==> config.mk <==
export PLATFORM = sky130hd
export DESIGN_NAME = ciff_header_parser
export DESIGN_NICKNAME = d
export VERILOG_FILES = /design/src/rtl/chp_pkg.sv /design/src/rtl/chp_parse_step.sv /design/src/rtl/ciff_header_parser.sv
export SDC_FILE = /design/constraint.sdc
export NUM_CORES = 1
export LEC_CHECK = 0
export BUFFER_PORTS_ARGS = -buffer_cell sky130_fd_sc_hd__clkbuf_2
export CAP_MARGIN = 5
export CORE_MARGIN = 1
export CORE_UTILIZATION = 35
export CTS_CLUSTER_DIAMETER = 40
export DETAILED_ROUTE_END_ITERATION = 16
export GPL_TIMING_DRIVEN = 0
export PLACE_DENSITY = 0.49
export SLEW_MARGIN = 20
export SYNTH_ARGS = -nofsm -noshare
export SYNTH_HDL_FRONTEND = slang
export SYNTH_SLANG_ARGS = --single-unit
==> constraint.sdc <==
create_clock -name clk -period 6.95 [get_ports clk]
set_input_delay 0.3475 -clock clk [delete_from_list [all_inputs] [get_ports clk]]
set_output_delay 0.3475 -clock clk [all_outputs]
set_load 0.05 [all_outputs]
==> src/rtl/chp_pkg.sv <==
// ----------------------------------------------------------------------------
// chp_pkg
// Shared types and constants for the image file header parser: the input and
// result transaction structs, byte classes, error codes and format constants.
// ----------------------------------------------------------------------------
package chp_pkg;

	// one byte of the file
	typedef struct packed {
		logic [7:0] data_byte;
		logic       last_byte;
	} in_t;

	// classification and status for one byte
	typedef struct packed {
		logic [3:0]  byte_kind;
		logic [63:0] field_value;
		logic        field_done;
		logic        header_done;
		logic [63:0] bytes_seen;
		logic [1:0]  error_code;
	} out_t;

	// byte classes
	localparam logic [3:0] KIND_MAGIC    = 4'd0;
	localparam logic [3:0] KIND_HSIZE    = 4'd1;
	localparam logic [3:0] KIND_CSIZE    = 4'd2;
	localparam logic [3:0] KIND_WIDTH    = 4'd3;
	localparam logic [3:0] KIND_HEIGHT   = 4'd4;
	localparam logic [3:0] KIND_CAPTION  = 4'd5;
	localparam logic [3:0] KIND_NEW_TAG  = 4'd6;
	localparam logic [3:0] KIND_TAG_CHAR = 4'd7;
	localparam logic [3:0] KIND_TAG_END  = 4'd8;
	localparam logic [3:0] KIND_CONTENT  = 4'd9;

	// error codes
	localparam logic [1:0] ERR_NONE   = 2'd0;
	localparam logic [1:0] ERR_MAGIC  = 2'd1;
	localparam logic [1:0] ERR_LENGTH = 2'd2;
	localparam logic [1:0] ERR_EARLY  = 2'd3;

	// format constants
	localparam logic [31:0] MAGIC_WORD     = 32'h4349_4646;
	localparam int          MAGIC_BYTES    = 4;
	localparam int          FIELD_BYTES    = 8;
	localparam logic [2:0]  MAGIC_LAST_IDX = 3'(MAGIC_BYTES - 1);
	localparam logic [2:0]  FIELD_LAST_IDX = 3'(FIELD_BYTES - 1);
	localparam logic [7:0]  NEWLINE_BYTE   = 8'h0A;
	localparam logic [7:0]  NUL_BYTE       = 8'h00;

endpackage

==> src/rtl/chp_parse_step.sv <==
// ----------------------------------------------------------------------------
// chp_parse_step
// Parser state and the per-byte decision logic. The result for the presented
// byte is combinational; state advances when step_en is high.
// ----------------------------------------------------------------------------
module chp_parse_step (
	input  logic          clk,
	input  logic          arst_n,
	input  logic          step_en,
	input  chp_pkg::in_t  item,
	output chp_pkg::out_t result
);

	typedef enum logic [2:0] {
		PH_MAGIC  = 3'd0,
		PH_HSIZE  = 3'd1,
		PH_CSIZE  = 3'd2,
		PH_WIDTH  = 3'd3,
		PH_HEIGHT = 3'd4,
		PH_CAPT   = 3'd5,
		PH_TAG    = 3'd6,
		PH_DONE   = 3'd7
	} phase_t;

	phase_t      phase_q, phase_n;
	logic [2:0]  idx_q, idx_n;
	logic [31:0] magic_q, magic_n;
	logic [63:0] accum_q, accum_n;
	logic [63:0] hsize_q, hsize_n;
	logic [63:0] count_q, count_n;
	logic        tag_q, tag_n;
	logic [1:0]  err_q, err_n;

	always_ff @(posedge clk or negedge arst_n) begin
		if (!arst_n) begin
			phase_q <= PH_MAGIC;
			idx_q   <= '0;
			magic_q <= '0;
			accum_q <= '0;
			hsize_q <= '0;
			count_q <= '0;
			tag_q   <= 1'b0;
			err_q   <= chp_pkg::ERR_NONE;
		end else if (step_en) begin
			phase_q <= phase_n;
			idx_q   <= idx_n;
			magic_q <= magic_n;
			accum_q <= accum_n;
			hsize_q <= hsize_n;
			count_q <= count_n;
			tag_q   <= tag_n;
			err_q   <= err_n;
		end
	end

	always_comb begin
		logic [7:0]  b;
		logic [63:0] count_inc;
		logic [63:0] accum_sum;
		logic [3:0]  kind;
		logic [63:0] fval;
		logic        fdone;
		logic        hdone;

		b         = item.data_byte;
		count_inc = count_q + 64'd1;
		accum_sum = accum_q | ({56'd0, b} << {idx_q, 3'b000});

		phase_n = phase_q;
		idx_n   = idx_q;
		magic_n = magic_q;
		accum_n = accum_q;
		hsize_n = hsize_q;
		count_n = count_q;
		tag_n   = tag_q;
		err_n   = err_q;
		kind    = chp_pkg::KIND_CONTENT;
		fval    = '0;
		fdone   = 1'b0;
		hdone   = 1'b0;

		// once an error is set the parser freezes
		if (err_q == chp_pkg::ERR_NONE) begin
			case (phase_q)
				PH_MAGIC: begin
					kind    = chp_pkg::KIND_MAGIC;
					count_n = count_inc;
					magic_n = {magic_q[23:0], b};
					if (idx_q == chp_pkg::MAGIC_LAST_IDX) begin
						idx_n   = '0;
						phase_n = PH_HSIZE;
						if (magic_n != chp_pkg::MAGIC_WORD)
							err_n = chp_pkg::ERR_MAGIC;
					end else begin
						idx_n = idx_q + 3'd1;
					end
				end
				PH_HSIZE, PH_CSIZE, PH_WIDTH, PH_HEIGHT: begin
					count_n = count_inc;
					idx_n   = idx_q + 3'd1;
					case (phase_q)
						PH_HSIZE: begin
							kind = chp_pkg::KIND_HSIZE;
						end
						PH_CSIZE: begin
							kind = chp_pkg::KIND_CSIZE;
						end
						PH_WIDTH: begin
							kind = chp_pkg::KIND_WIDTH;
						end
						default: begin
							kind = chp_pkg::KIND_HEIGHT;
						end
					endcase
					if (idx_q == chp_pkg::FIELD_LAST_IDX) begin
						fdone   = 1'b1;
						fval    = accum_sum;
						accum_n = '0;
						case (phase_q)
							PH_HSIZE: begin
								hsize_n = accum_sum;
								phase_n = PH_CSIZE;
							end
							PH_CSIZE: begin
								phase_n = PH_WIDTH;
							end
							PH_WIDTH: begin
								phase_n = PH_HEIGHT;
							end
							default: begin
								phase_n = PH_CAPT;
							end
						endcase
					end else begin
						accum_n = accum_sum;
					end
				end
				PH_CAPT: begin
					kind    = chp_pkg::KIND_CAPTION;
					count_n = count_inc;
					if (count_inc >= hsize_q)
						err_n = chp_pkg::ERR_LENGTH;
					else if (b == chp_pkg::NEWLINE_BYTE)
						phase_n = PH_TAG;
				end
				PH_TAG: begin
					count_n = count_inc;
					if (b == chp_pkg::NUL_BYTE) begin
						kind  = chp_pkg::KIND_TAG_END;
						tag_n = 1'b0;
						if (count_inc == hsize_q) begin
							phase_n = PH_DONE;
							hdone   = 1'b1;
						end
					end else begin
						kind  = tag_q ? chp_pkg::KIND_TAG_CHAR : chp_pkg::KIND_NEW_TAG;
						tag_n = 1'b1;
					end
					if (!hdone && count_inc >= hsize_q)
						err_n = chp_pkg::ERR_LENGTH;
				end
				default: begin
					kind = chp_pkg::KIND_CONTENT;
				end
			endcase
			if (item.last_byte && err_n == chp_pkg::ERR_NONE && phase_n != PH_DONE)
				err_n = chp_pkg::ERR_EARLY;
		end

		result.byte_kind   = kind;
		result.field_value = fval;
		result.field_done  = fdone;
		result.header_done = hdone;
		result.bytes_seen  = count_n;
		result.error_code  = err_n;
	end

endmodule

==> src/rtl/ciff_header_parser.sv <==
// ----------------------------------------------------------------------------
// ciff_header_parser
// Byte-serial parser for an image file header: checks the magic, assembles
// the four little-endian 64-bit fields and classifies every byte.
// ----------------------------------------------------------------------------
// usage
//   in channel: one file byte per transaction (in_valid/in_ready/in_data),
//     with last_byte marking the final byte of the file
//   out channel: one result transaction per input byte (out_valid/out_ready/
//     out_data): byte class, completed field value, header done flag, header
//     byte count and the sticky error code
//   path: an accepted byte sits in the input stage and is decoded into the
//     result register once that register is free; its result is offered
//     from the result register
//   throughput: one byte per cycle unless out_ready stalls; the only loop is the
//     parser state update, a 64-bit increment and compare plus a byte-lane merge
//   stall: when out_ready is low the result register holds, the input stage
//     keeps one byte, and in_ready drops only when both are full
//   reset: arst_n clears both stages and the parser returns to the magic
//     phase with counts and errors cleared
//   errors: the first error freezes the parser until reset; later bytes are
//     reported as content with the frozen count and stored error
// ----------------------------------------------------------------------------
module ciff_header_parser (
	input  logic          clk,
	input  logic          arst_n,
	input  logic          in_valid,
	output logic          in_ready,
	input  chp_pkg::in_t  in_data,
	output logic          out_valid,
	input  logic          out_ready,
	output chp_pkg::out_t out_data
);

	// input stage
	logic         valid_s1;
	chp_pkg::in_t item_s1;

	// result stage
	logic          out_valid_q;
	chp_pkg::out_t result_q;

	chp_pkg::out_t step_result;
	logic          out_free;
	logic          step;

	// result register can take a new transaction this cycle
	assign out_free = !out_valid_q || out_ready;
	// the buffered byte is decoded and moved into the result register
	assign step     = valid_s1 && out_free;
	// input stage takes a byte when empty or draining this cycle
	assign in_ready = !valid_s1 || out_free;

	always_ff @(posedge clk or negedge arst_n) begin
		if (!arst_n) begin
			valid_s1 <= 1'b0;
		end else if (in_ready) begin
			valid_s1 <= in_valid;
		end
	end

	// payload register, no reset needed
	always_ff @(posedge clk) begin
		if (in_valid && in_ready)
			item_s1 <= in_data;
	end

	chp_parse_step u_step (
		.clk     (clk),
		.arst_n  (arst_n),
		.step_en (step),
		.item    (item_s1),
		.result  (step_result)
	);

	always_ff @(posedge clk or negedge arst_n) begin
		if (!arst_n) begin
			out_valid_q <= 1'b0;
		end else if (out_free) begin
			out_valid_q <= valid_s1;
		end
	end

	always_ff @(posedge clk) begin
		if (step)
			result_q <= step_result;
	end

	assign out_valid = out_valid_q;
	assign out_data  = result_q;

endmodule
==> impl_metrics.py <==
metrics = {
    "outcome": {
        "outcome": "finished clean",
    },
    "global_routing": {
        "grt_overall_usage_pct": 19.46,
        "first_global_vias": 12750,
        "grt_remaining_overflow": 0,
        "grt_start_max_net_pins": 80,
        "number_of_antenna_violations_at_the_first_check_in_global_routing": 0,
        "wire_length_of_the_first_global_routing_pass_um": 75160,
    },
    "synthesis": {
        "synth_enable_flop_cells": 145,
        "syn_avg_cell_area_um2": 10.48,
        "synthTopCellsByCount": "sky130_fd_sc_hd__dfrtp_1, sky130_fd_sc_hd__nor2_1, sky130_fd_sc_hd__nand2_1",
        "yosysWarnings": 0,
        "mappedNetlistNets": 1780,
        "netlist-cell-type-count": 62,
        "synth_sequential_area_ratio_pct": 56.30,
        "syn-instance-count": 1701,
        "synthesis.area_mm2": 0.01782,
        "synth_seq_cells": 372,
        "synth_area_leaders": "sky130_fd_sc_hd__dfrtp_1, sky130_fd_sc_hd__edfxtp_1, sky130_fd_sc_hd__xnor2_1, sky130_fd_sc_hd__nor2_1, sky130_fd_sc_hd__ha_1",
        "synthMostInstantiatedCell": "sky130_fd_sc_hd__dfrtp_1",
        "post-synth-top-area-fraction_pct": 31.87,
        "synthArstFlopShare_pct": 61.02,
        "synthDominantAreaCellType": "sky130_fd_sc_hd__dfrtp_1",
        "ys.flop_type": "sky130_fd_sc_hd__dfrtp_1",
    },
    "drt": {
        "wl_per_cell_um": 18.37,
        "ant_nets": 0,
        "dr_total_vias": 12840,
        "via_per_inst": 4.821,
        "drcViolationCount": 0,
        "drt_pass_1_iters": 7,
        "drt-total-wl_um": 48930,
        "dr.first_iter.drc_count": 878,
    },
    "clock_tree": {
        "cts_max_path_buffers": 3,
        "clkLatencyLatePin_ns": 0.59,
        "number_of_cells_upsized_or_downsized_after_cts": 0,
        "cts_htree_levels": 3,
        "clock-root-buffer": "sky130_fd_sc_hd__clkbuf_16",
        "cts_inserted_buffers": 68,
        "numClockSinks": 372,
        "cts_tree": "done",
        "clk_pin_slew_worst_paths_ns": 0.05,
    },
    "layout": {
        "syn_to_final_growth_pct": 23.42,
        "finish.net_count": 2015,
        "fraction_of_layout_cells_with_a_size_suffix_above_1_pct": 17.33,
        "final_core_util_pct": 43.84,
        "antenna-diode-count": 0,
        "fin_area_mm2": 0.02200,
    },
    "critical_path": {
        "worst-endpoint-arrival_ns": 6.64,
        "path_max_fanout": 6,
        "setup.worst_path.class": "reg2reg",
        "critPathCaptureType": "flip-flop",
        "worst_ep_required_time_ns": 7.28,
        "critical_path.startpoint_type": "flip-flop",
    },
    "sta": {
        "final_number_of_setup_violating_endpoints": 0,
        "hold_viol_final": 0,
        "max_freq_ghz": 0.1584,
        "worst_clock_skew_ns": 0.02863,
        "post_route_minimum_period_ns": 6.314,
        "grt_setup_unrepaired": "false",
        "timing.max_slew.rel_slack_pct": 28.18,
        "timing_max_transition_violations_final": 0,
        "transition_time_of_the_tightest_slew_check_pin_ns": 1.071,
        "final.period_utilization_pct": 90.85,
    },
    "power": {
        "total_power_uw": 5993,
        "power-per-cell-area_mw_per_mm2": 272.4,
        "power_leakage_uw": 0.009824,
        "peak_supply_drop_mv": 0.1868,
    },
    "die": {
        "initial_util_pct": 35.52,
        "die-area_mm2": 0.05183,
        "die_w_um": 227.7,
        "die_h_um": 227.7,
        "core_region_area_mm2": 0.05017,
        "floorplan.rows": 82,
        "top_level_ports": 151,
    },
    "placement": {
        "dpl.hpwl_um": 35420,
        "place.gp.congestion": 0.8669,
        "buffer_ports.inserted": 150,
        "dpl-instance-area_mm2": 0.01955,
    },
    "flow_run": {
        "max-cap-violations": 0,
    },
    "min_path": {
        "hold_class": "in2reg",
    },
}
[final timing paths]
path	to	slack, ns	startpoint	cells after the start
max	out_data[0]	0.64	u_step.count_q[15]	17
min	out_valid	0.05	out_ready	3
max reg2reg	out_data[0]	0.64	u_step.count_q[15]	17
min reg2reg	u_step.hsize_q[39]	0.47	u_step.hsize_q[39]	2
max in group asynchronous	u_step.count_q[14]	5.92	arst_n	3
min in group asynchronous	valid_s1	0.30	arst_n	2
[cells in the final DEF, fill, tap and decap left out, types with 71 or more instances in the layout]
cell type                   count
sky130_fd_sc_hd__clkbuf_16     73
sky130_fd_sc_hd__nand2_1      177
sky130_fd_sc_hd__clkbuf_1      91
sky130_fd_sc_hd__a21oi_1      161
sky130_fd_sc_hd__inv_1         71
sky130_fd_sc_hd__edfxtp_1     145
sky130_fd_sc_hd__o21ai_0       81
sky130_fd_sc_hd__dfrtp_1      227
sky130_fd_sc_hd__xor2_1        89
sky130_fd_sc_hd__xnor2_1       99
sky130_fd_sc_hd__nor2_1       222
sky130_fd_sc_hd__clkbuf_2     153
[routing by layer]
layer	part of all wire (%)	up-vias	track usage, %	wire length, um
met5	0	-	0	0
met4	2.4	0	6.906	1168
met3	4.8	71	3.445	2366
met2	47	302	30.57	22890
met1	46	6185	26.97	22500
li1	-	6280	-	-
[cell type report]
cell class / count / area (um2)
plain buffers: 122 / 516.7
clock buffers: 81 / 1857
clock inverters: 44 / 478.0
fillers: 4845 / 28170
inverters: 72 / 277.8
multi-input cells: 1135 / 7012
flip-flops and latches: 372 / 10030
well taps: 672 / 840.8
repair buffers: 165 / 979.7
[logic make-up after synthesis]
family | count (synthesis) | synth area share (%)
DFF | 372 | 56.30
xor gates and xnor gates | 188 | 9.239
buffers and inverters | 194 | 4.416
muxes | 25 | 1.580
AOI/OAI and AO/OA | 273 | 8.179
and+or+nand+nor | 583 | 15.65
adders and majority gates | 66 | 4.634
[report_power, final]
group / switching (uW) / total, uW / internal (uW)
Clock: 1200 / 3330 / 2130
Sequential: 15.6 / 2360 / 2340
Combinational: 259 / 306 / 47.0
[flip-flops by register name, indices dropped and copies added (netlist names)]
signal	cells
u_step.idx_q	3
u_step.count_q	64
u_step.hsize_q	64
u_step.phase_q	3
u_step.tag_q	1
valid_s1	1
out_data	136
u_step.err_q	2
u_step.magic_q	24
out_valid	1
item_s1	9
u_step.accum_q	64
[critical path, cell delays in order, from the launching register on]
cell and delay (ns):
sky130_fd_sc_hd__dfrtp_1 0.31, sky130_fd_sc_hd__buf_2 0.17, sky130_fd_sc_hd__nand4_1 0.18, sky130_fd_sc_hd__nor4_1 0.54
sky130_fd_sc_hd__nand4_1 0.26, sky130_fd_sc_hd__nor4b_4 0.49, sky130_fd_sc_hd__nand2_1 0.25, sky130_fd_sc_hd__nor3b_4 0.37
sky130_fd_sc_hd__nand2_1 0.11, sky130_fd_sc_hd__xnor2_1 0.16, sky130_fd_sc_hd__ha_1 0.30, sky130_fd_sc_hd__nand4_1 0.19
sky130_fd_sc_hd__nor4_1 0.93, sky130_fd_sc_hd__nand4_1 0.57, sky130_fd_sc_hd__a41o_1 0.48, sky130_fd_sc_hd__a211oi_1 0.34
sky130_fd_sc_hd__o22ai_1 0.17, sky130_fd_sc_hd__a21o_1 0.22
[per-stage QoR]
stage / worst slack [ns] / setup TNS, ns / std cells / hold WS, ns
floorplan: 1.516 / 0 / 1701 / 0.05191
global placement: -1.342 / -100.26 / 2523 / 0.4646
detailed placement: 0.6830 / 0 / 2527 / 0.3572
CTS: 0.6489 / 0 / 2663 / 0.01955
global route: 0.09225 / 0 / 2663 / 0.07526
finish: 0.6358 / 0 / 2663 / 0.04992
[repair_timing]
action	4_1_cts	5_1_grt
hold buffers	11	0
buffers inserted	0	0
endpoints found under the hold margin	62	0
(Power assumes the default switching activity.)
